File: config.mk
export PLATFORM = sky130hd
export DESIGN_NAME = dct_div_pipe
export DESIGN_NICKNAME = d
export VERILOG_FILES = /design/src/hdl/dct_div_pipe.sv
export SDC_FILE = /design/constraint.sdc
export NUM_CORES = 2
export LEC_CHECK = 0
export BUFFER_PORTS_ARGS = -buffer_cell sky130_fd_sc_hd__buf_2
export CORE_MARGIN = 2
export CORE_UTILIZATION = 60
export CTS_BUF_LIST = sky130_fd_sc_hd__clkbuf_2
export DETAILED_ROUTE_END_ITERATION = 10
export GPL_TIMING_DRIVEN = 0
export PLACE_DENSITY = 0.76
export SYNTH_ARGS = -nofsm -noshare
export SYNTH_HDL_FRONTEND = slang
export SYNTH_SLANG_ARGS = --single-unit
File: constraint.sdc
create_clock -name clk -period 6.4 [get_ports clk]
set_input_delay 1.28 -clock clk [delete_from_list [all_inputs] [get_ports clk]]
set_output_delay 1.28 -clock clk [all_outputs]
set_load 0.01 [all_outputs]
File: src/hdl/dct_div_pipe.sv
// Pipelined restoring divider, one quotient bit per stage, with sideband.
module dct_div_pipe #(
    parameter int NUM_W  = 49,
    parameter int DEN_W  = 33,
    parameter int QUOT_W = 17,
    parameter int SIDE_W = 1
) (
    input  logic              clk,
    input  logic              rst_n,
    input  logic              in_valid,
    input  logic [NUM_W-1:0]  num,
    input  logic [DEN_W-1:0]  den,
    input  logic [SIDE_W-1:0] in_side,
    output logic              out_valid,
    output logic [QUOT_W-1:0] quot,
    output logic [SIDE_W-1:0] out_side
);

    localparam int CW = (NUM_W > DEN_W + QUOT_W) ? NUM_W : DEN_W + QUOT_W;

    logic              v_reg    [QUOT_W];
    logic [CW-1:0]     rem_reg  [QUOT_W];
    logic [DEN_W-1:0]  den_reg  [QUOT_W];
    logic [QUOT_W-1:0] q_reg    [QUOT_W];
    logic [SIDE_W-1:0] side_reg [QUOT_W];

    for (genvar j = 0; j < QUOT_W; j++) begin : g_stage
        logic              v_in;
        logic [CW-1:0]     rem_in;
        logic [DEN_W-1:0]  den_in;
        logic [QUOT_W-1:0] q_in;
        logic [SIDE_W-1:0] side_in;
        logic [CW-1:0]     sub;
        logic              ge;

        if (j == 0) begin : g_first
            assign v_in    = in_valid;
            assign rem_in  = CW'(num);
            assign den_in  = den;
            assign q_in    = '0;
            assign side_in = in_side;
        end else begin : g_next
            assign v_in    = v_reg[j-1];
            assign rem_in  = rem_reg[j-1];
            assign den_in  = den_reg[j-1];
            assign q_in    = q_reg[j-1];
            assign side_in = side_reg[j-1];
        end

        assign sub = CW'(den_in) << (QUOT_W - 1 - j);
        assign ge  = (rem_in >= sub);

        always_ff @(posedge clk or negedge rst_n)
        begin
            if (!rst_n)
                v_reg[j] <= 1'b0;
            else
                v_reg[j] <= v_in;
        end

        always_ff @(posedge clk)
        begin
            rem_reg[j]  <= ge ? rem_in - sub : rem_in;
            den_reg[j]  <= den_in;
            q_reg[j]    <= {q_in[QUOT_W-2:0], ge};
            side_reg[j] <= side_in;
        end
    end

    assign out_valid = v_reg[QUOT_W-1];
    assign quot      = q_reg[QUOT_W-1];
    assign out_side  = side_reg[QUOT_W-1];

endmodule
# --- Word level (Yosys, flattened, before mapping) ---
# Memories as Yosys holds them, arrays and structs flattened.
# Cells that the tools add are included.
word_totals:
  register_bits: 17
  mem_bits_rw: 1717
  word_cells: 72
  mem_count: 4
memory_table:
  columns: ["name", "depth", "width", "read_ports", "rd_clocked_by_memory_dff", "write_ports", "line", "rtl"]
  rows:
  - ["rem_reg", 17, 50, 16, 0, 17, "22", "logic [CW-1:0] rem_reg [QUOT_W];"]
  - ["den_reg", 17, 33, 16, 0, 17, "23", "logic [DEN_W-1:0] den_reg [QUOT_W];"]
  - ["q_reg", 17, 17, 17, 0, 17, "24", "logic [QUOT_W-1:0] q_reg [QUOT_W];"]
  - ["side_reg", 17, 1, 17, 0, 17, "25", "logic [SIDE_W-1:0] side_reg [QUOT_W];"]
op_classes:
  addsub: 17
  order_cmp: 17
  mux: 17
ops:
  columns: ["cell", "n"]
  rows:
  - ["$mux W50", 17]
  - ["$ge A50 B33 Y1", 1]
  - ["$ge A50 B34 Y1", 1]
  - ["$ge A50 B35 Y1", 1]
  - ["$ge A50 B36 Y1", 1]
  - ["$ge A50 B37 Y1", 1]
  - ["$ge A50 B38 Y1", 1]
  - ["$ge A50 B39 Y1", 1]
  - ["$ge A50 B40 Y1", 1]
  - ["$ge A50 B41 Y1", 1]
  - ["$ge A50 B42 Y1", 1]
  - ["$ge A50 B43 Y1", 1]
  - ["$ge A50 B44 Y1", 1]
  - ["$ge A50 B45 Y1", 1]
  - ["$ge A50 B46 Y1", 1]
  - ["$ge A50 B47 Y1", 1]
  - ["$ge A50 B48 Y1", 1]
  - ["$sub A49 B49 Y50", 1]
  - ["$sub A50 B33 Y50", 1]
  - ["$sub A50 B34 Y50", 1]
  - ["$sub A50 B35 Y50", 1]
  - ["$sub A50 B36 Y50", 1]
  - ["$sub A50 B37 Y50", 1]
  - ["$sub A50 B38 Y50", 1]
  - ["11 further kinds", 11]

# --- Logic depth before layout (Yosys ltp) ---
# An unclocked memory read counts as a cell.
depth:
  ltp_word: 3
  mapped_depth: 16

# --- Worst setup path after synthesis ---
# No wires, ideal clock.
synth_timing:
  kind: "input port to flip-flop"
  start: "input port num[16]"
  end: "memory rem_reg[0][29] (netlist bit)"
  arrival_time_ps: 4112
  path_slack_ps: 2167
  stages: 13
  path_cell_list: "inv_1 > ha_1 > fa_1 > nor2b_1 > o31a_1 > nor4_1 > o31ai_1 > a221oi_2 > o211ai_1 > nand2_1 > o211ai_2 > buf_2 > mux2_2"
synth_lines:
  columns: ["element", "line", "rtl"]
  rows:
  - ["start: declaration", "11", "input logic [NUM_W-1:0] num,"]
  - ["end: declaration", "22", null]

==> metrics <==
Setup violations, final 0; critical path startpoint den_reg[0][67]; Worst Path Arrival 7520 ps; vias in the first global route ~60,000; crit start category flop; pwr/cell area about 500 nW/um^2; clk sink count 1,515; synthesized cell area about 70,000 um^2; cts hold-fix bufs approximately 120; register-to-register setup slack around 420 ps; CP Capture Type flop; pre-CTS setup slack around 530 ps; vias after detailed routing ~58,000; required time worst endpoint 7930 ps; Critical R2R Capture rem_reg[0][182]; RSZ-0062 raised after global routing false; DRC Markers 0; FFs w/ async S/R, synth 0.01122; Sum Neg Setup Slack 0 ps; register bit total from synthesis between 1,500 and 2,000; total CTS buffers 380; fraction of layout cells with a size suffix above 1 0.1013; fillers between 9,000 and 10,000; outcome finished, violations left; Yosys top cell by area dfxtp_1; Cells after Synth 7,829; CTS tree done; Final Cycle Share 0.9346; CP max stage delay 1230 ps; clock slew at reported path FFs roughly 90 ps; slack of the critical path around 420 ps; DIE AREA between 100,000 and 150,000 um^2; Rel. slew slack -0.006180; DR WL/cell between 15 and 20 um; worst-path maximum fanout 10; register area between 30,000 and 40,000 um^2; largest net degree at the start of global routing 19; Worst path most repeated cell clkbuf_1; sequential fraction of the synthesis area 0.4320; Final Hold Vio Count 0; nets 9,100; clock root buffer clkbuf_2; detailed placement HPWL 156,700 um; H-tree depth 5; FMAX 167.2 MHz; die extent in y ~350 um; syn_nets roughly 8,500; Max VDD drop a little under 0.0003 V; Total Routing Usage GR 0.3270; FF-to-FF Start den_reg[0][67]; GRT overflow 0; worst skew pair latency 1820 ps; post-synth top area share 0.4260; Area contributors post-synth dfxtp_1 43%, ha_1 10%, a21oi_1 5.6%; multi-input combinational cell area between 30,000 and 40,000 um^2; DIE WIDTH 346.5 um; synth warn 0; Area growth syn-to-layout 9.695%; Worst Setup EP rem_reg[0][182]; GPL Wtd Cong ~1.1; I/O pin cnt approximately 110; minimum clock period about 6000 ps; Leak approximately 36 nW; Setup Fix Bufs, Post-CTS 0; Routed Antenna Nets 0; Max Cap Viol 1; Primary FF master, synth dfxtp_1; max-slew violations 1; core area between 100,000 and 150,000 um^2; Initial Util 0.6050; drt total wl between 200,000 and 250,000 um; critical path class reg2reg; post-CTS resize count 0; slowest cell on the critical path o41ai_1; initial antenna violation count 11; via/cell ratio 5.686; Worst R2R Path Depth 13; first drt pass iteration count 6; Largest register FFs 800; DR iter-0 viols ~3,200; Hold Crit Class reg2reg; first-pass GRT wire length between 300,000 and 400,000 um; Clock Skew 213.2 ps; failing checks max-capacitance violations, max-slew violations; Slew @ Worst Pin ~1500 ps; synth unique cells 98; CTS max path bufs 4; IO Port Bufs 104; EDFF count, synth 0; # rows about 130; Post-Syn Area per Cell approximately 9 um^2; crit-path cells inv_1 -> ha_1 -> nor2b_1 -> o31a_1 -> o31ai_1 -> a21boi_0 -> o41ai_1 -> a21boi_1 -> o21ai_1 -> clkbuf_1 -> clkbuf_1 -> nand2_1 -> o21ai_0
## placed cells by master, fill, tap and decap left out, types with 73 or more instances in the layout
cell type	instances
a21o_1	293
a21oi_1	792
buf_2	130
clkbuf_1	180
clkbuf_2	528
clkinv_1	76
dfxtp_1	1498
dlygate4sd3_1	115
ha_1	561
inv_1	716
mux2_2	103
nand2_1	525
nand2b_1	73
nand3_1	124
nand4_1	111
nor2_1	583
nor3_1	122
nor4_1	73
o21a_1	76
o21ai_0	448
o21bai_1	89
xnor2_1	321
xor2_1	251
## per-layer routing
metal | global-route usage | up-vias | share of wire
li1 | - | 28780 | -
met1 | 0.2616 | 26500 | 0.32
met2 | 0.6422 | 1987 | 0.54
met3 | 0.05882 | 883 | 0.039
met4 | 0.3281 | 0 | 0.11
met5 | 0 | - | 0
## synth_stat cells (122+ instances only)
| cell type | count |
|---|---|
| dfxtp_1 | 1498 |
| a21oi_1 | 792 |
| inv_1 | 716 |
| nor2_1 | 583 |
| ha_1 | 561 |
| nand2_1 | 525 |
| o21ai_0 | 448 |
| xnor2_1 | 321 |
| a21o_1 | 293 |
| xor2_1 | 251 |
| clkbuf_1 | 180 |
| nand3_1 | 124 |
| nor3_1 | 122 |
## logic make-up after synthesis
family,synth area share
AO/OA/AOI/OAI,0.1910
XOR/XNOR,0.07116
adder cells (fa/ha/maj),0.1043
buffers and inverters,0.05053
flip-flops,0.4320
multiplexers,0.01747
AND/OR/NAND/NOR,0.1336
## worst min-delay path by stage
stage,from,cells after the start,endpoint
after floorplan,q_reg[9][9],0,q_reg[10][10]
after global placement,q_reg[11][9],0,q_reg[12][10]
after detailed placement,q_reg[12][6],0,q_reg[13][7]
after CTS,den[8],2,den_reg[0][8]
after global routing,den[11],2,den_reg[0][11]
final,den_reg[0][343],0,den_reg[0][376]
## area by class of cell
type,count,area share
clock buffer,528,0.03422
multi-input combinational,5375,0.4721
buffer,221,0.01116
inverter,718,0.03490
timing repair buffer,226,0.02228
antenna,13,0.0004213
sequential,1515,0.3938
clock inverter,106,0.006367
tap,1524,0.02469
## worst max-delay path, delay by kind of cell (launching register included)
family | cells | cell delay [ps]
AND/OR/NAND/NOR | 2 | 300
AO/OA/AOI/OAI | 7 | 3220
flip-flops | 1 | 410
adder cells (fa/ha/maj) | 1 | 280
buffers and inverters | 3 | 1490
## stage by stage
| stage | cells | power, W | utilization | hold slack, ps | instance area [um^2] |
|---|---|---|---|---|---|
| final | 10230 | 0.03949 | 0.6637 | 243.2 | 77230 |
| after CTS | 10210 | 0.03925 | 0.6633 | 26.03 | 77190 |
| after detailed placement | 9463 | 0.03308 | 0.6265 | 312.1 | 72900 |
| after floorplan | 7829 | 0.02829 | - | 309.6 | 70400 |
| after global routing | 10220 | 0.04246 | 0.6636 | 41.15 | 77220 |
| after global placement | 9457 | 0.03277 | 0.6259 | 309.5 | 72830 |
## report_power, final
part	switching, W	internal, W	leakage (nW)	total, W
registers	0.00163	0.0122	12.8	0.0138
logic	0.0114	0.00826	20.5	0.0197
clock network	0.00373	0.00229	2.45	0.00602
total	0.0168	0.0227	35.8	0.0395
(Power assumes the default switching activity.)
